$ cat config.mk
export PLATFORM = sky130hd
export DESIGN_NAME = software_timer_pool
export DESIGN_NICKNAME = d
export VERILOG_FILES = /design/src/sv/stp_pkg.sv /design/src/sv/software_timer_pool.sv /design/src/sv/stp_ctrl.sv /design/src/sv/stp_datapath.sv
export SDC_FILE = /design/constraint.sdc
export NUM_CORES = 1
export LEC_CHECK = 0
export ABC_CLOCK_PERIOD_IN_PS = 4850
export BUFFER_PORTS_ARGS = -buffer_cell sky130_fd_sc_hd__buf_2
export CORE_ASPECT_RATIO = 2
export CORE_MARGIN = 2
export CORE_UTILIZATION = 56
export CTS_CLUSTER_DIAMETER = 120
export DETAILED_ROUTE_END_ITERATION = 8
export PLACE_DENSITY = 0.8
export REMOVE_ABC_BUFFERS = 1
export SLEW_MARGIN = 5
export SYNTH_ARGS = -nofsm -noshare
export SYNTH_HDL_FRONTEND = slang
export SYNTH_SLANG_ARGS = --single-unit
$ cat constraint.sdc
create_clock -name clk -period 4.85 [get_ports clk]
set_clock_uncertainty 0.1 [all_clocks]
set_input_delay 0.2425 -clock clk [delete_from_list [all_inputs] [get_ports clk]]
set_output_delay 0.2425 -clock clk [all_outputs]
set_load 0.02 [all_outputs]
$ cat src/sv/stp_pkg.sv
// Shared types and constants for the software timer pool.
package stp_pkg;

  localparam int unsigned SLOTS = 8;
  localparam int unsigned PTR_W = 4;
  localparam int unsigned IDX_W = $clog2(SLOTS);
  localparam int unsigned CNT_W = $clog2(SLOTS + 1);
  localparam logic [PTR_W-1:0] NULL_PTR = PTR_W'(SLOTS);

  localparam logic [2:0] OP_CREATE  = 3'd0;
  localparam logic [2:0] OP_REFRESH = 3'd1;
  localparam logic [2:0] OP_CHANGE  = 3'd2;
  localparam logic [2:0] OP_DESTROY = 3'd3;
  localparam logic [2:0] OP_TICK    = 3'd4;

  typedef enum logic [1:0] {
    KIND_CREATE = 2'd0,
    KIND_EXPIRY = 2'd1,
    KIND_DONE   = 2'd2,
    KIND_ACK    = 2'd3
  } kind_t;

  typedef struct packed {
    logic [2:0]  operation;
    logic [3:0]  handle;
    logic [31:0] interval;
    logic [31:0] tag;
  } request_t;

  typedef struct packed {
    logic [1:0]  kind;
    logic [3:0]  slot;
    logic        status;
    logic [31:0] expired_tag;
    logic [3:0]  active_count;
    logic        last;
  } result_t;

  typedef enum logic [2:0] {
    ST_IDLE,
    ST_CREATE,
    ST_WRITE,
    ST_ACK,
    ST_WALK,
    ST_UNLINK,
    ST_PUSH,
    ST_DONE
  } state_t;

  // Commands from the controller to the datapath for one cycle.
  typedef struct packed {
    logic  load;
    logic  create;
    logic  write;
    logic  dec;
    logic  latch_next;
    logic  advance;
    logic  unlink;
    logic  push;
    logic  emit;
    kind_t kind;
  } ctl_t;

  // Status from the datapath back to the controller.
  typedef struct packed {
    logic req_handle_ok;
    logic is_tick;
    logic walk_end;
    logic cur_match;
    logic dec_zero;
    logic out_free;
  } stat_t;

endpackage

$ cat src/sv/software_timer_pool.sv
// Top level of the software timer pool: controller plus slot datapath.
//
// Eight countdown timers share one link array: free slots sit on a
// last-in-first-out stack (slot 0 first after reset), active slots on a
// list with the newest first. Requests are create (returns a slot or the
// null handle 8), refresh, change interval, destroy and tick; handles of 8
// or more are null. Every request gives one result, except a tick, which
// gives one expiry result per timer that reaches zero (its slot freed on
// the spot) and then a tick-done result with the number of active timers;
// the last result of a request has last set. A tick turns a count of zero
// into all ones and does not expire it. Refreshing a slot whose interval
// was never loaded gives it an unspecified count. One request is worked on
// at a time and request_stall stays high until its final result has been
// loaded into the output register. Destroy and tick walk the active list
// one link at a time, so their cost grows with the list length. A stall
// on the result side holds the block only where a result is produced,
// not during the list walk or the unlink step.
module software_timer_pool #(
  parameter int unsigned COUNT_BITS = 32
) (
  input  logic               clk,
  input  logic               rst,
  input  logic               request_valid,
  output logic               request_stall,
  input  stp_pkg::request_t  request,
  output logic               result_valid,
  input  logic               result_stall,
  output stp_pkg::result_t   result
);
  import stp_pkg::*;

  ctl_t  ctl;
  stat_t stat;

  // Sequence each request: decode, walk the list, emit results.
  stp_ctrl u_ctrl (
    .clk           (clk),
    .rst           (rst),
    .request_valid (request_valid),
    .request_op    (request.operation),
    .request_stall (request_stall),
    .stat          (stat),
    .ctl           (ctl)
  );

  // Hold counts, tags, links and pointers; register each result.
  stp_datapath #(
    .COUNT_BITS (COUNT_BITS)
  ) u_datapath (
    .clk          (clk),
    .rst          (rst),
    .request      (request),
    .result       (result),
    .result_valid (result_valid),
    .result_stall (result_stall),
    .ctl          (ctl),
    .stat         (stat)
  );

endmodule

$ cat src/sv/stp_ctrl.sv
// Controller state machine for the software timer pool.
module stp_ctrl (
  input  logic                  clk,
  input  logic                  rst,
  input  logic                  request_valid,
  input  logic [2:0]            request_op,
  output logic                  request_stall,
  input  stp_pkg::stat_t        stat,
  output stp_pkg::ctl_t         ctl
);
  import stp_pkg::*;

  state_t state;
  state_t state_next;
  logic   accept;

  assign request_stall = (state != ST_IDLE);
  assign accept        = request_valid && (state == ST_IDLE);

  always_ff @(posedge clk) begin
    if (rst) begin
      state <= ST_IDLE;
    end else begin
      state <= state_next;
    end
  end

  always_comb begin
    state_next = state;
    unique case (state)
      ST_IDLE: begin
        if (accept) begin
          unique case (request_op) inside
            OP_CREATE:             state_next = ST_CREATE;
            OP_REFRESH, OP_CHANGE: state_next = stat.req_handle_ok ? ST_WRITE : ST_ACK;
            OP_DESTROY:            state_next = stat.req_handle_ok ? ST_WALK : ST_ACK;
            OP_TICK:               state_next = ST_WALK;
            default:               state_next = ST_ACK;
          endcase
        end
      end
      ST_CREATE, ST_WRITE, ST_ACK, ST_DONE: begin
        if (stat.out_free) state_next = ST_IDLE;
      end
      ST_WALK: begin
        if (stat.walk_end) begin
          state_next = stat.is_tick ? ST_DONE : ST_ACK;
        end else if (stat.is_tick) begin
          if (stat.dec_zero) state_next = ST_UNLINK;
        end else if (stat.cur_match) begin
          state_next = ST_UNLINK;
        end
      end
      ST_UNLINK: state_next = ST_PUSH;
      ST_PUSH: begin
        if (stat.out_free) state_next = stat.is_tick ? ST_WALK : ST_IDLE;
      end
      default: state_next = ST_IDLE;
    endcase
  end

  always_comb begin
    ctl      = '0;
    ctl.kind = KIND_ACK;
    ctl.load = accept;
    unique case (state)
      ST_IDLE: ;
      ST_CREATE: begin
        ctl.create = stat.out_free;
        ctl.emit   = stat.out_free;
        ctl.kind   = KIND_CREATE;
      end
      ST_WRITE: begin
        ctl.write = stat.out_free;
        ctl.emit  = stat.out_free;
      end
      ST_ACK: ctl.emit = stat.out_free;
      ST_DONE: begin
        ctl.emit = stat.out_free;
        ctl.kind = KIND_DONE;
      end
      ST_WALK: begin
        if (!stat.walk_end) begin
          if (stat.is_tick) begin
            ctl.dec        = 1'b1;
            ctl.latch_next = 1'b1;
            ctl.advance    = !stat.dec_zero;
          end else begin
            ctl.latch_next = stat.cur_match;
            ctl.advance    = !stat.cur_match;
          end
        end
      end
      ST_UNLINK: ctl.unlink = 1'b1;
      ST_PUSH: begin
        ctl.push = stat.out_free;
        ctl.emit = stat.out_free;
        ctl.kind = stat.is_tick ? KIND_EXPIRY : KIND_ACK;
      end
      default: ;
    endcase
  end

endmodule

$ cat src/sv/stp_datapath.sv
// Slot storage, list pointers and result register for the software timer pool.
module stp_datapath #(
  parameter int unsigned COUNT_BITS = 32
) (
  input  logic               clk,
  input  logic               rst,
  input  stp_pkg::request_t  request,
  output stp_pkg::result_t   result,
  output logic               result_valid,
  input  logic               result_stall,
  input  stp_pkg::ctl_t      ctl,
  output stp_pkg::stat_t     stat
);
  import stp_pkg::*;

  logic [COUNT_BITS-1:0] remaining    [SLOTS];
  logic [COUNT_BITS-1:0] reload_value [SLOTS];
  logic [31:0]           stored_tag   [SLOTS];
  logic [PTR_W-1:0]      link         [SLOTS];

  logic [PTR_W-1:0] free_head;
  logic [CNT_W-1:0] free_count;
  logic [PTR_W-1:0] active_head;
  logic [CNT_W-1:0] active_total;

  logic [2:0]            op_r;
  logic [PTR_W-1:0]      handle_r;
  logic [COUNT_BITS-1:0] ival_r;
  logic [31:0]           tag_r;
  logic [PTR_W-1:0]      cur;
  logic [PTR_W-1:0]      prev;
  logic [PTR_W-1:0]      next_r;
  logic [CNT_W-1:0]      guard;

  logic [IDX_W-1:0]      fh_idx, cur_idx, prev_idx, h_idx, link_rd_idx;
  logic [PTR_W-1:0]      link_rd;
  logic [COUNT_BITS-1:0] dec_val;
  logic                  free_avail;
  logic                  status_null;
  result_t               result_next;

  assign fh_idx      = free_head[IDX_W-1:0];
  assign cur_idx     = cur[IDX_W-1:0];
  assign prev_idx    = prev[IDX_W-1:0];
  assign h_idx       = handle_r[IDX_W-1:0];
  assign link_rd_idx = ctl.create ? fh_idx : cur_idx;
  assign link_rd     = link[link_rd_idx];
  assign dec_val     = remaining[cur_idx] - COUNT_BITS'(1);
  assign free_avail  = (free_count != '0) && (free_head < NULL_PTR);
  assign status_null = ((op_r == OP_REFRESH) || (op_r == OP_CHANGE)) && !(handle_r < NULL_PTR);

  assign stat.req_handle_ok = request.handle < NULL_PTR;
  assign stat.is_tick       = (op_r == OP_TICK);
  assign stat.walk_end      = !(cur < NULL_PTR) || (guard == CNT_W'(SLOTS));
  assign stat.cur_match     = (cur == handle_r);
  assign stat.dec_zero      = (dec_val == '0);
  assign stat.out_free      = !result_valid || !result_stall;

  // Hold the item's fields and start a fresh list walk.
  always_ff @(posedge clk) begin
    if (ctl.load) begin
      op_r     <= request.operation;
      handle_r <= request.handle;
      ival_r   <= COUNT_BITS'(request.interval);
      tag_r    <= request.tag;
      cur      <= active_head;
      prev     <= NULL_PTR;
      guard    <= '0;
    end else begin
      if (ctl.latch_next) next_r <= link_rd;
      if (ctl.advance) begin
        prev  <= cur;
        cur   <= link_rd;
        guard <= guard + CNT_W'(1);
      end
      if (ctl.push) begin
        cur   <= next_r;
        guard <= guard + CNT_W'(1);
      end
    end
  end

  always_ff @(posedge clk) begin
    if (rst) begin
      free_head    <= '0;
      free_count   <= CNT_W'(SLOTS);
      active_head  <= NULL_PTR;
      active_total <= '0;
      for (int i = 0; i < SLOTS; i++) begin
        remaining[i]  <= '0;
        stored_tag[i] <= '0;
        link[i]       <= PTR_W'(i + 1);
      end
    end else begin
      if (ctl.create && free_avail) begin
        free_head         <= link_rd;
        free_count        <= free_count - CNT_W'(1);
        remaining[fh_idx] <= ival_r;
        stored_tag[fh_idx] <= tag_r;
        link[fh_idx]      <= active_head;
        active_head       <= free_head;
        active_total      <= active_total + CNT_W'(1);
      end
      if (ctl.write) begin
        remaining[h_idx] <= (op_r == OP_CHANGE) ? ival_r : reload_value[h_idx];
      end
      if (ctl.dec) begin
        remaining[cur_idx] <= dec_val;
      end
      // Drop the current slot out of the active list.
      if (ctl.unlink) begin
        if (prev < NULL_PTR) begin
          link[prev_idx] <= next_r;
        end else begin
          active_head <= next_r;
        end
        active_total <= active_total - CNT_W'(1);
      end
      // Return the current slot to the top of the free stack.
      if (ctl.push) begin
        link[cur_idx] <= free_head;
        free_head     <= cur;
        free_count    <= free_count + CNT_W'(1);
      end
    end
  end

  always_ff @(posedge clk) begin
    if (ctl.create && free_avail) begin
      reload_value[fh_idx] <= ival_r;
    end
    if (ctl.write && (op_r == OP_CHANGE)) begin
      reload_value[h_idx] <= ival_r;
    end
  end

  always_comb begin
    result_next              = '0;
    result_next.kind         = ctl.kind;
    result_next.slot         = NULL_PTR;
    result_next.last         = 1'b1;
    case (ctl.kind)
      KIND_CREATE: result_next.slot = free_avail ? free_head : NULL_PTR;
      KIND_EXPIRY: begin
        result_next.slot        = cur;
        result_next.expired_tag = stored_tag[cur_idx];
        result_next.last        = 1'b0;
      end
      KIND_DONE:   result_next.active_count = active_total;
      KIND_ACK:    result_next.status = status_null;
      default:     ;
    endcase
  end

  always_ff @(posedge clk) begin
    if (rst) begin
      result_valid <= 1'b0;
    end else if (ctl.emit) begin
      result_valid <= 1'b1;
    end else if (!result_stall) begin
      result_valid <= 1'b0;
    end
  end

  always_ff @(posedge clk) begin
    if (ctl.emit) result <= result_next;
  end

endmodule

==> run metrics <==
Total GRT Usage ~29%; Vias 24.6k; initial DRC count 2387; Root Driver clkbuf_16; critical path class register to register; Die W 195 um; Hold Fails Final Rpt 0; Initial Utilization 56.5%; Post-Synthesis Cells 2625; crit path buf inv count 2; hold_ws 0.110 ns; syn_area_per_cell about 16 um2; largest net degree at the start of global routing between 70 and 80; Crit Path Max Fanout 17; met3 usage 5.82%; crit-path max cell delay between 0.6 and 0.7 ns; slew margin rel. around 16%; XOR/XNOR Fraction of Synth Area less than 1%; DRC Markers 0; max_cap viols 0; CTS tree built; unrepaired setup endpoints after global routing no; IO Pins 121; Worst-Skew Late Latency 0.67 ns; Slowest-stage cell, CP dfxtp_2; Core Region 72700 um2; Post-synth EDFFs slightly above 900; Leakage around 0.016 uW; routing usage on met1 between 30% and 40%; CTS Sinks 957; CP top delay family compound AO/OA/AOI/OAI gates; setup_tns 0 ns; fin. max-slew vios 0; mux cell area share after synthesis ~13%; clk slew on worst S/H paths 0.07 ns; most common cell after layout, fill and taps aside edfxtp_1; worst min-delay path class primary input to register; DRT Pass-1 Iters 5; Cell variety after synth 78; worst-case clock buffer depth 3; Detail Placement HPWL 66100 um; Post-Synth Adder-Cell Area 0.341%; die height 387 um; CTS resizes 0; Post-Syn Area ~40000 um2; Max VDD drop 0.663 mV; met2 Use GR 52.4%; initial antenna violation count 4; FFs w/ async S/R, synth 0%; Period Utilization, post-route 92.9%; Post-Route WL roughly 110000 um; vias in the first global route 26.1k; Top FF cell, synth edfxtp_1; fmax 0.222 GHz; I/O Buffers 120; row count 140; ANT nets after route 0; status finished, final reports clean; #FFs+latches synth 957; largest family of logic cells by synthesized area multiplexers; r2r setup slk 0.34 ns; gpl congestion 0.950; vias per cell 6.38; CP Capture Type register; total CTS buffers 80; grt peak-use layer met2; CTS H-tree depth 3; die area 75600 um2; post-route minimum period between 4 and 5 ns; post-synthesis simple-gate area fraction 11.2%; most frequent cells in the layout edfxtp_1 (923), nor2_1 (364), and2_1 (270), mux4_2 (192), nand2_1 (177); cell area power density 568 nW/um2; worst-margin pin slew approximately 1.2 ns; critical-path cell list buf_4, mux4_2, mux2i_2, nand4_4, or3_1, o31ai_2, a2111oi_2, nand4_1, o21ai_2, buf_4, a2111oi_2, mux2i_1; sequential fraction of the synthesis area 69.2%; Yosys warnings 0; Nets between 2k and 3k; Compound-Gate Fraction of Synth Area about 3.3%; grt ovf 0; Area Growth Syn to Fin 13.8%; average wire per standard cell 28.0 um; setup violators final 0; proportion of layout cells with a drive suffix above 1 21.1%; first-pass GRT wire length 160000 um; Non-Filler Instances 3851; worst endpoint required time roughly 5.4 ns; DP Cell Count between 3k and 4k; Worst Path Arrival 5.01 ns; CP Launch Type register
worst register-to-register path: stages (launching register included):
cell       delay (ns)
dfxtp_2          0.64
buf_4            0.38
mux4_2           0.40
mux2i_2          0.35
nand4_4          0.27
or3_1            0.58
o31ai_2          0.36
a2111oi_2        0.14
nand4_1          0.22
o21ai_2          0.12
buf_4            0.19
a2111oi_2        0.45
mux2i_1          0.24
routing by layer:
layer  vias to the layer above  part of all wire (%)
met4                         4                   6.2
li1                      10357                     -
met1                     12284                    32
met2                      1518                    54
met3                       399                   8.3
met5                         -                 0.023
what timing repair did:
| item | CTS | global route |
|---|---|---|
| setup buffers | 0 | 1 |
| hold endpoints to repair | 78 | 0 |
| setup endpoints to repair | 0 | 1 |
| hold buffers | 73 | 0 |
state kept, by name (all words and copies together), names as in the netlist, 32 cells and up, named ones only:
signal,cells
u_datapath.stored_tag,256
u_datapath.tag_r,32
u_datapath.result,44
u_datapath.ival_r,32
u_datapath.link,32
u_datapath.reload_value,256
u_datapath.remaining,256
where the power goes:
part | total (uW) | switching [uW] | internal [uW] | leakage [uW]
Clock | 6730 | 2940 | 3790 | 0.00131
Sequential | 11600 | 1120 | 10500 | 0.00933
Combinational | 8240 | 4830 | 3410 | 0.00576
per-stage QoR:
step	total power (uW)	utilization (%)	cell area (um2)	setup WS, ns
3_5_place_dp	19800	59.5	43300	0.312
5_1_grt	27500	64.3	46700	0.147
3_3_place_gp	19500	59.5	43300	0.455
4_1_cts	26500	64.3	46700	0.299
2_1_floorplan	16900	-	40400	-1.53
6_report	26600	64.3	46700	0.343
synth_stat cells, types with 10 or more instances:
cell	number	area, um2
dfxtp_1	34	681
a211oi_1	28	210
o21ai_0	36	180
edfxtp_1	923	27700
buf_1	18	67.6
inv_1	22	82.6
mux4_2	192	4320
nand4_1	14	87.6
nor3_1	14	70.1
mux2i_1	70	701
xnor2_1	23	201
nor2_1	371	1390
nand3_1	32	160
mux2i_4	12	270
and2_1	272	1700
buf_6	10	113
a21oi_1	96	480
clkbuf_1	110	413
nand2_1	177	664
xor2_1	10	87.6
final timing paths:
kind / end / depth (start not counted) / startpoint
worst min-delay path: u_ctrl.state[1] / 4 / request_valid
worst min register to register: u_datapath.prev[3] / 2 / u_datapath.prev[3]
worst max register to register: u_datapath.guard[3] / 12 / register
worst max-delay path: u_datapath.guard[3] / 12 / register
final cells by class:
class	instances	area, um2
Sequential cell	957	28400
Inverter	25	96.3
Clock inverter	44	482
Multi-Input combinational cell	1493	12100
Antenna cell	2	5.00
Clock buffer	104	2230
Tap cell	923	1150
Fill cell	4842	26000
Timing Repair Buffer	303	2260
logic make-up after synthesis:
| kind of cell | count (synthesis) |
|---|---|
| flops | 957 |
| fa+ha+maj | 10 |
| buf+inv | 175 |
| compound gates | 218 |
| xor+xnor | 34 |
| simple gates | 942 |
| mux | 289 |
Note: power is estimated with default switching activity, not from simulation.
